`src/rtl/cts_pkg.sv`:
```
package cts_pkg;

    localparam int SCREEN_WIDTH  = 80;
    localparam int SCREEN_HEIGHT = 25;
    localparam int CELL_COUNT    = SCREEN_WIDTH * SCREEN_HEIGHT;
    localparam int ADDR_W        = $clog2(CELL_COUNT);
    localparam int PTR_W         = $clog2(CELL_COUNT + 1);

    localparam logic [7:0] CH_NEWLINE = 8'd10;
    localparam logic [7:0] CH_RETURN  = 8'd13;

    typedef enum logic [1:0] {
        ACT_PUT   = 2'd0,
        ACT_SET   = 2'd1,
        ACT_CLEAR = 2'd2,
        ACT_READ  = 2'd3
    } action_t;

    typedef struct packed {
        action_t    action;
        logic [7:0] char_code;
        logic [3:0] color;
        logic       use_default_color;
        logic [6:0] column;
        logic [4:0] row;
    } req_t;

    typedef struct packed {
        logic [15:0] cell_value;
        logic [6:0]  cursor_column;
        logic [4:0]  cursor_row;
        logic        scrolled;
    } res_t;

    typedef struct packed {
        logic              we;
        logic [ADDR_W-1:0] waddr;
        logic [15:0]       wdata;
    } ram_wr_t;

    typedef struct packed {
        logic              re;
        logic [ADDR_W-1:0] raddr;
    } ram_rd_t;

    function automatic logic [ADDR_W-1:0] cell_addr(input logic [4:0] line,
                                                    input logic [6:0] col);
        cell_addr = ADDR_W'(line) * ADDR_W'(SCREEN_WIDTH) + ADDR_W'(col);
    endfunction

endpackage

```
`src/rtl/cts_ctrl.sv`:
```
module cts_ctrl
    import cts_pkg::*;
(
    input  logic        clk,
    input  logic        rst_n,
    input  logic        start,
    input  req_t        request,
    input  logic [3:0]  default_color,
    output logic        busy,
    output logic        done,
    output res_t        result,
    output ram_wr_t     ram_wr,
    output ram_rd_t     ram_rd,
    input  logic [15:0] ram_rdata
);

    typedef enum logic [2:0] {
        S_INIT,
        S_IDLE,
        S_CLEAR,
        S_READ,
        S_SCROLL,
        S_BLANK,
        S_PUT
    } state_t;

    state_t            state_reg;
    logic [PTR_W-1:0]  ptr_reg;
    logic [6:0]        cursor_col_reg;
    logic [4:0]        cursor_line_reg;
    logic [ADDR_W-1:0] put_addr_reg;
    logic [15:0]       put_data_reg;
    logic              put_pending_reg;
    logic              scrolled_reg;
    logic              in_range_reg;
    logic              copy_valid_reg;
    logic [ADDR_W-1:0] copy_addr_reg;
    logic              done_reg;
    res_t              result_reg;

    logic       is_nl;
    logic       is_cr;
    logic [6:0] pc;
    logic [4:0] pl;
    logic       scr;
    logic       wr_char;
    logic [3:0] fg;
    logic       rd_in_range;
    logic [6:0] set_col;
    logic [4:0] set_row;

    // put char cursor arithmetic, read range check and set cursor clamps
    always_comb
    begin
        is_nl   = (request.char_code == CH_NEWLINE);
        is_cr   = (request.char_code == CH_RETURN);
        pc      = cursor_col_reg;
        pl      = cursor_line_reg;
        scr     = 1'b0;
        wr_char = !(is_nl || is_cr);
        fg      = request.use_default_color ? default_color : request.color;
        if (is_nl)
        begin
            pl = pl + 5'd1;
            pc = '0;
        end
        if (is_cr)
        begin
            pc = '0;
        end
        if (pc >= 7'(SCREEN_WIDTH))
        begin
            pc = '0;
            pl = pl + 5'd1;
        end
        if (pl >= 5'(SCREEN_HEIGHT))
        begin
            pl  = 5'(SCREEN_HEIGHT - 1);
            pc  = '0;
            scr = 1'b1;
        end
        rd_in_range = (request.column < 7'(SCREEN_WIDTH)) && (request.row < 5'(SCREEN_HEIGHT));
        set_col = (request.column > 7'(SCREEN_WIDTH)) ? 7'(SCREEN_WIDTH) : request.column;
        set_row = (request.row > 5'(SCREEN_HEIGHT - 1)) ? 5'(SCREEN_HEIGHT - 1) : request.row;
    end

    // memory port selection
    always_comb
    begin
        ram_wr = '0;
        ram_rd = '0;
        unique case (state_reg)
            S_INIT, S_CLEAR, S_BLANK:
            begin
                ram_wr.we    = 1'b1;
                ram_wr.waddr = ptr_reg[ADDR_W-1:0];
            end
            S_SCROLL:
            begin
                ram_wr.we    = copy_valid_reg;
                ram_wr.waddr = copy_addr_reg;
                ram_wr.wdata = ram_rdata;
                ram_rd.re    = (ptr_reg != PTR_W'(CELL_COUNT));
                ram_rd.raddr = ptr_reg[ADDR_W-1:0];
            end
            S_PUT:
            begin
                ram_wr.we    = 1'b1;
                ram_wr.waddr = put_addr_reg;
                ram_wr.wdata = put_data_reg;
            end
            S_IDLE:
            begin
                ram_rd.re    = start && (request.action == ACT_READ) && rd_in_range;
                ram_rd.raddr = cell_addr(request.row, request.column);
            end
            S_READ:
            begin
            end
            default:
            begin
            end
        endcase
    end

    always_ff @(posedge clk or negedge rst_n)
    begin
        if (!rst_n)
        begin
            state_reg       <= S_INIT;
            ptr_reg         <= '0;
            cursor_col_reg  <= '0;
            cursor_line_reg <= '0;
            put_addr_reg    <= '0;
            put_data_reg    <= '0;
            put_pending_reg <= 1'b0;
            scrolled_reg    <= 1'b0;
            in_range_reg    <= 1'b0;
            copy_valid_reg  <= 1'b0;
            copy_addr_reg   <= '0;
            done_reg        <= 1'b0;
            result_reg      <= '0;
        end
        else
        begin
            done_reg <= 1'b0;
            unique case (state_reg)
                S_INIT, S_CLEAR:
                begin
                    ptr_reg <= ptr_reg + PTR_W'(1);
                    if (ptr_reg == PTR_W'(CELL_COUNT - 1))
                    begin
                        state_reg <= S_IDLE;
                        if (state_reg == S_CLEAR)
                        begin
                            done_reg   <= 1'b1;
                            result_reg <= '0;
                        end
                    end
                end
                S_IDLE:
                begin
                    if (start)
                    begin
                        unique case (request.action)
                            ACT_PUT:
                            begin
                                cursor_line_reg <= pl;
                                cursor_col_reg  <= wr_char ? pc + 7'd1 : pc;
                                put_addr_reg    <= cell_addr(pl, pc);
                                put_data_reg    <= {4'b0, fg, request.char_code};
                                put_pending_reg <= wr_char;
                                scrolled_reg    <= scr;
                                if (scr)
                                begin
                                    state_reg      <= S_SCROLL;
                                    ptr_reg        <= PTR_W'(SCREEN_WIDTH);
                                    copy_valid_reg <= 1'b0;
                                end
                                else if (wr_char)
                                begin
                                    state_reg <= S_PUT;
                                end
                                else
                                begin
                                    done_reg                 <= 1'b1;
                                    result_reg.cell_value    <= '0;
                                    result_reg.cursor_column <= pc;
                                    result_reg.cursor_row    <= pl;
                                    result_reg.scrolled      <= 1'b0;
                                end
                            end
                            ACT_SET:
                            begin
                                cursor_col_reg           <= set_col;
                                cursor_line_reg          <= set_row;
                                done_reg                 <= 1'b1;
                                result_reg.cell_value    <= '0;
                                result_reg.cursor_column <= set_col;
                                result_reg.cursor_row    <= set_row;
                                result_reg.scrolled      <= 1'b0;
                            end
                            ACT_CLEAR:
                            begin
                                cursor_col_reg  <= '0;
                                cursor_line_reg <= '0;
                                ptr_reg         <= '0;
                                state_reg       <= S_CLEAR;
                            end
                            ACT_READ:
                            begin
                                in_range_reg <= rd_in_range;
                                state_reg    <= S_READ;
                            end
                            default:
                            begin
                            end
                        endcase
                    end
                end
                S_READ:
                begin
                    state_reg                <= S_IDLE;
                    done_reg                 <= 1'b1;
                    result_reg.cell_value    <= in_range_reg ? ram_rdata : 16'd0;
                    result_reg.cursor_column <= cursor_col_reg;
                    result_reg.cursor_row    <= cursor_line_reg;
                    result_reg.scrolled      <= 1'b0;
                end
                S_SCROLL:
                begin
                    if (ptr_reg == PTR_W'(CELL_COUNT))
                    begin
                        copy_valid_reg <= 1'b0;
                        ptr_reg        <= PTR_W'(CELL_COUNT - SCREEN_WIDTH);
                        state_reg      <= S_BLANK;
                    end
                    else
                    begin
                        copy_valid_reg <= 1'b1;
                        copy_addr_reg  <= ADDR_W'(ptr_reg - PTR_W'(SCREEN_WIDTH));
                        ptr_reg        <= ptr_reg + PTR_W'(1);
                    end
                end
                S_BLANK:
                begin
                    ptr_reg <= ptr_reg + PTR_W'(1);
                    if (ptr_reg == PTR_W'(CELL_COUNT - 1))
                    begin
                        if (put_pending_reg)
                        begin
                            state_reg <= S_PUT;
                        end
                        else
                        begin
                            state_reg                <= S_IDLE;
                            done_reg                 <= 1'b1;
                            result_reg.cell_value    <= '0;
                            result_reg.cursor_column <= cursor_col_reg;
                            result_reg.cursor_row    <= cursor_line_reg;
                            result_reg.scrolled      <= scrolled_reg;
                        end
                    end
                end
                S_PUT:
                begin
                    state_reg                <= S_IDLE;
                    done_reg                 <= 1'b1;
                    result_reg.cell_value    <= '0;
                    result_reg.cursor_column <= cursor_col_reg;
                    result_reg.cursor_row    <= cursor_line_reg;
                    result_reg.scrolled      <= scrolled_reg;
                end
                default:
                begin
                    state_reg <= S_IDLE;
                end
            endcase
        end
    end

    assign busy   = (state_reg != S_IDLE);
    assign done   = done_reg;
    assign result = result_reg;

endmodule

```
`config.mk`:
```
export PLATFORM = sky130hd
export DESIGN_NAME = cts_ctrl
export DESIGN_NICKNAME = d
export VERILOG_FILES = /design/src/rtl/cts_pkg.sv /design/src/rtl/cts_ctrl.sv
export SDC_FILE = /design/constraint.sdc
export NUM_CORES = 1
export LEC_CHECK = 0
export BUFFER_PORTS_ARGS = -buffer_cell sky130_fd_sc_hd__buf_2
export CAP_MARGIN = 10
export CORE_AREA = 2 2 125 127
export CTS_CLUSTER_SIZE = 24
export DETAILED_ROUTE_END_ITERATION = 16
export DIE_AREA = 0 0 127 129
export SYNTH_ARGS = -nofsm -noshare
export SYNTH_HDL_FRONTEND = slang
export SYNTH_SLANG_ARGS = --single-unit
```
`constraint.sdc`:
```
create_clock -name clk -period 5.1 [get_ports clk]
set_input_delay 0.255 -clock clk [delete_from_list [all_inputs] [get_ports clk]]
set_output_delay 0.255 -clock clk [all_outputs]
set_load 0.02 [all_outputs]
```
* Word level (Yosys, flattened, before mapping) *
Index checks and enable logic that the tools add are counted.

word-level totals
  output and inout bits = 71
  register bits after elaboration = 94

operators by class
  multiplexer cells = 55
  $add $sub $neg = 7
  bitwise gates (word level) = 1
  equal/unequal tests = 30
  order comparisons = 6
  reductions and logical operators = 22
  multipliers = 2

operator list
  kind                                                                 number
  29-bit 2-to-1 mux                                                    7
  29-bit case mux with 5 select lines                                  1
  29-bit case mux with 2 select lines                                  1
  7-bit 2-to-1 mux                                                     6
  12-bit case mux with 3 select lines                                  1
  11-bit 2-to-1 mux                                                    3
  11-bit case mux with 3 select lines                                  1
  16-bit case mux with 2 select lines                                  1
  12-bit case mux with 2 select lines                                  1
  11-bit by 7-bit adder with 11-bit output                             2
  11-bit == test (second input constant)                               2
  11-bit case mux with 2 select lines                                  1
  3-bit 2-to-1 mux                                                     7
  7-bit case mux with 3 select lines                                   1
  5-bit 2-to-1 mux                                                     4
  8-bit by 4-bit == test with 1-bit output (second input constant)     2
  16-bit 2-to-1 mux                                                    1
  2-bit != test (second input constant)                                8
  5-bit case mux with 3 select lines                                   1
  5-bit by 3-bit multiplier with 7-bit output (second input constant)  2
  1-bit 2-to-1 mux                                                     12
  3-bit case mux with 4 select lines                                   1
  11-bit by 1-bit adder with 11-bit output (second input constant)     1
  11-bit != test (second input constant)                               1
  39 further kinds                                                     55

* Longest topological paths before layout *
  depth in word-level cells = 12
  mapped depth = 21

* Worst setup path before layout *
No wires, ideal clock.

  kind = input -> register
  start = input port request[17] (netlist name)
  end = register put_addr_reg[10]
  slack = 0.760 ns
  arrival time = 4.211 ns
  cell stages on the path = 20
  data required time = 4.970 ns
  library setup time = 0.130 ns
  path through = or4_1 > buf_2 > nor2_1 > mux2i_1 > inv_1 > ha_1 > and3_1 > o211ai_2 > xnor2_1 > nor2_1 > a211o_1 > nor2_1 > nor2_1 > ha_1 > fa_1 > nand2_1 > o311a_1 > o22ai_1 > xnor2_1 > o21ai_0

on the way
  cells in the longest elaborated chain, start to end = 9

RTL lines
  what                                          RTL line         RTL
  from (decl)                                   cts_ctrl.sv:7    input req_t request,
  8-bit by 4-bit == test with 1-bit output      cts_ctrl.sv:55   is_nl = (request.char_code == CH_NEWLINE);
  7-bit 2-to-1 mux                              cts_ctrl.sv:62   if (is_nl)
  7-bit 2-to-1 mux                              cts_ctrl.sv:67   if (is_cr)
  7-bit >= comparator                           cts_ctrl.sv:71   if (pc >= 7'(SCREEN_WIDTH))
  5-bit 2-to-1 mux                              cts_ctrl.sv:71
  5-bit >= comparator                           cts_ctrl.sv:76   if (pl >= 5'(SCREEN_HEIGHT))
  5-bit 2-to-1 mux                              cts_ctrl.sv:76
  5-bit by 3-bit multiplier with 7-bit output   cts_pkg.sv:48    cell_addr = ADDR_W'(line) * ADDR_W'(SCREEN_WIDTH) + ADDR_W'(col);
  11-bit by 7-bit adder with 11-bit output (*)  cts_pkg.sv:48
  to (signal assigned)                          cts_ctrl.sv:170  put_addr_reg <= cell_addr(pl, pc);
  to (decl)                                     cts_ctrl.sv:31   logic [ADDR_W-1:0] put_addr_reg;

Every way passes the cells marked *; elsewhere a longest branch is shown, timed or not.
A chain may end at the register's enable or synchronous reset.

* Final worst setup path *
Ends and elaborated chain as after synthesis.

==> results by group <==
Outcome
  – Status: completed

Synthesis
  – Synthesized cell area: around 6300 um2
  – Top post-synthesis cells by count: nand2_1, dfrtp_1, nor2_1
  – Syn nets: 813
  – Synth async-reset ratio: 100.0%
  – Yosys top cell area share: 37.09%
  – Syn_area_per_cell: 8.688 um2
  – Synth area leader: dfrtp_1
  – Top post-synthesis cells by area: dfrtp_1, nand2_1, ha_1
  – Count leader, synth: nand2_1
  – EDFF count, synth: 0
  – Synth cell types: 66
  – Synth warn: 0
  – Cells after Synth: 730
  – Top FF cell, synth: dfrtp_1
  – Synth Register Bits: 94
  – Post-synthesis sequential area ratio: 37.09%

Setup path
  – Startpoint types: input port
  – Data arrival time of the worst path: 4.83 ns
  – Worst R2R End: put_addr_reg[10]
  – Worst Setup End Kind: register
  – FF-to-FF path depth: 18
  – FF-to-FF Start: cursor_line_reg[0]
  – Worst-path fanout max: 6
  – Worst EP required: 5.30 ns
  – Reg2Reg Setup Slack: 0.76 ns
  – Setup CP Type: in -> reg

Floorplan
  – # rows: 45
  – Die Area: 16,380 um2
  – Die span in y: between 100 and 150 um
  – # IOs: 121
  – Core region area: 14,980 um2
  – Die width: 127 um
  – Initial Util: 42.35%

CTS
  – Clock buffer depth: 2
  – CTS root buffer: clkbuf_16
  – TritonCTS clock tree: done
  – Cts bufs inserted: 9
  – CTS H-tree lvls: 3
  – Clock sink count: 94
  – Clock latency on the worst-skew pair: 0.35 ns
  – Worst-path clk slew: 0.07 ns
  – Postcts setup bufs: 0

Worst hold path
  – Worst hold path type: in -> reg
  – HP Start: request[21]
  – Hold-critical path depth: 3
  – Hold path endpoint: put_data_reg[4]

Timing
  – Total negative slack: 0 ns
  – Tcrit/Tclk final: 90.90%
  – Rel. slew slack: 26.37%
  – Worst hold margin: 0.1181 ns
  – Slew @ Worst Pin: 1.104 ns
  – Final setup vio count: 0
  – Peak Freq: approximately 0.22 GHz
  – Final Skew: 0.008126 ns
  – RSZ-0062 raised after global routing: false
  – Slew Viols, Final: 0
  – Hold Vio Cnt, Final: 0
  – Post-route minimum period: 4.636 ns

Power
  – Worst vdd ir: 0.2618 mV
  – Pwr Density: 650.1 nW/um2
  – Tot Pwr: 0.004793 W
  – Static leakage: 3.551 nW

Cells and area
  – Multi-input logic area: 3692 um2
  – Max reg flops: 29
  – Layout cells sized above 1: 19.27%
  – Layout area overhead: 16.26%
  – Antenna cells: 0
  – Final nets: 903
  – Fillers: 1,470
  – Register area: 2352 um2
  – Finished Core Util: about half

Routing
  – Routed wire length per instance: 18.40 um
  – Pre-antenna DRT Iters: 5
  – Post-route ant nets: 0
  – DRT iter0 DRCs: between 400 and 500
  – Final wirelength: 18.64 mm
  – Drt drc: 0
  – Vias/cell: roughly 5.8
  – Vias: 5,898

Global route
  – Largest net degree at the start of global routing: 84
  – GR Overflow Total: 0
  – Total GRT Usage: a little under a quarter
  – First-pass GRT wire length: 30.27 mm
  – Vias in the first global route: 5,690
  – Initial antenna violation count: 0

Flow run
  – Max Cap Viol: 0

Placed design
  – DP HPWL: 13.85 mm
  – Port-buffer cells: 120
  – Final GP Congestion: 0.8847
## cell families after synthesis
logic type,synth area share (%)
simple gates,18.62
xor+xnor,4.340
mux,5.958
flops,37.09
compound gates,22.25
buf+inv,4.754
fa+ha+maj,6.984
## report_power, final
part	leakage [nW]	switching, W	internal (W)	total [W]
combinational	2.20	0.00162	0.00104	0.00266
sequential	1.20	0.000329	0.00107	0.00140
clock	0.153	0.000307	0.000435	0.000742
## layout make-up
| class | count | area share (%) |
|---|---|---|
| flip-flops and latches | 94 | 31.90 |
| inverters | 23 | 1.171 |
| well taps | 188 | 3.190 |
| multi-input cells | 562 | 50.08 |
| clock inverters | 7 | 1.375 |
| repair buffers | 130 | 9.231 |
| clock buffers | 9 | 3.054 |
## per-stage QoR
step | setup WS [ns] | std cells | cell area, um2
finish | 0.4640 | 1013 | 7373
global route | 0.1785 | 1013 | 7373
CTS | 0.5490 | 1012 | 7366
detailed placement | 0.1700 | 995 | 7029
global placement | 0.3547 | 995 | 7029
floorplan | 0.7597 | 730 | 6342
## repair_timing
action / CTS / global route
hold endpoints to repair: 11 / 0
hold buffers: 1 / 0
gates resized for setup: 0 / 0
## placed cells by master (no fill, tap or decap), types with 8 or more instances in the layout
| cell type | instances |
|---|---|
| ha_1 | 29 |
| buf_4 | 9 |
| o21ai_1 | 14 |
| nor2b_1 | 9 |
| dfrtp_1 | 94 |
| nor3_1 | 11 |
| a21oi_1 | 30 |
| xor2_1 | 8 |
| nand2b_1 | 8 |
| and2_1 | 8 |
| a22o_1 | 32 |
| mux2i_1 | 31 |
| buf_2 | 119 |
| xnor2_1 | 19 |
| o21ai_0 | 55 |
| inv_1 | 23 |
| clkbuf_16 | 9 |
| nand3_1 | 12 |
| nand2_1 | 111 |
| nor2_1 | 60 |
## how the worst max path moves through the flow
| stage | from | depth (start not counted) | endpoint | slack [ns] |
|---|---|---|---|---|
| after floorplan | request[17] | 20 | put_addr_reg[10] | 0.76 |
| after global placement | request[17] | 20 | put_addr_reg[10] | 0.35 |
| after detailed placement | request[17] | 20 | put_addr_reg[10] | 0.17 |
| after CTS | request[17] | 20 | put_addr_reg[10] | 0.55 |
| after global routing | request[17] | 20 | put_addr_reg[10] | 0.18 |
| final | request[17] | 20 | put_addr_reg[10] | 0.46 |
## metal layers
metal	track usage (%)	routed length (um)	vias up
li1	-	-	2797
met1	32.74	8354	2817
met2	37.03	8413	255
met3	3.659	1493	29
met4	8.274	382	0
met5	0	0	-
## critical path, stage by stage
cell	delay, ns
buf_2	0.11
or4_1	0.64
nor2_1	0.35
mux2i_1	0.35
inv_1	0.08
ha_1	0.24
and3_1	0.18
o211ai_2	0.10
xnor2_1	0.25
nor2_1	0.10
a211o_1	0.28
nor2_1	0.24
nor2_1	0.09
ha_1	0.23
fa_1	0.51
and2_1	0.19
a311oi_1	0.29
o22ai_1	0.13
xnor2_1	0.13
o21ai_0	0.08
Power figures use the tool's default switching activity.
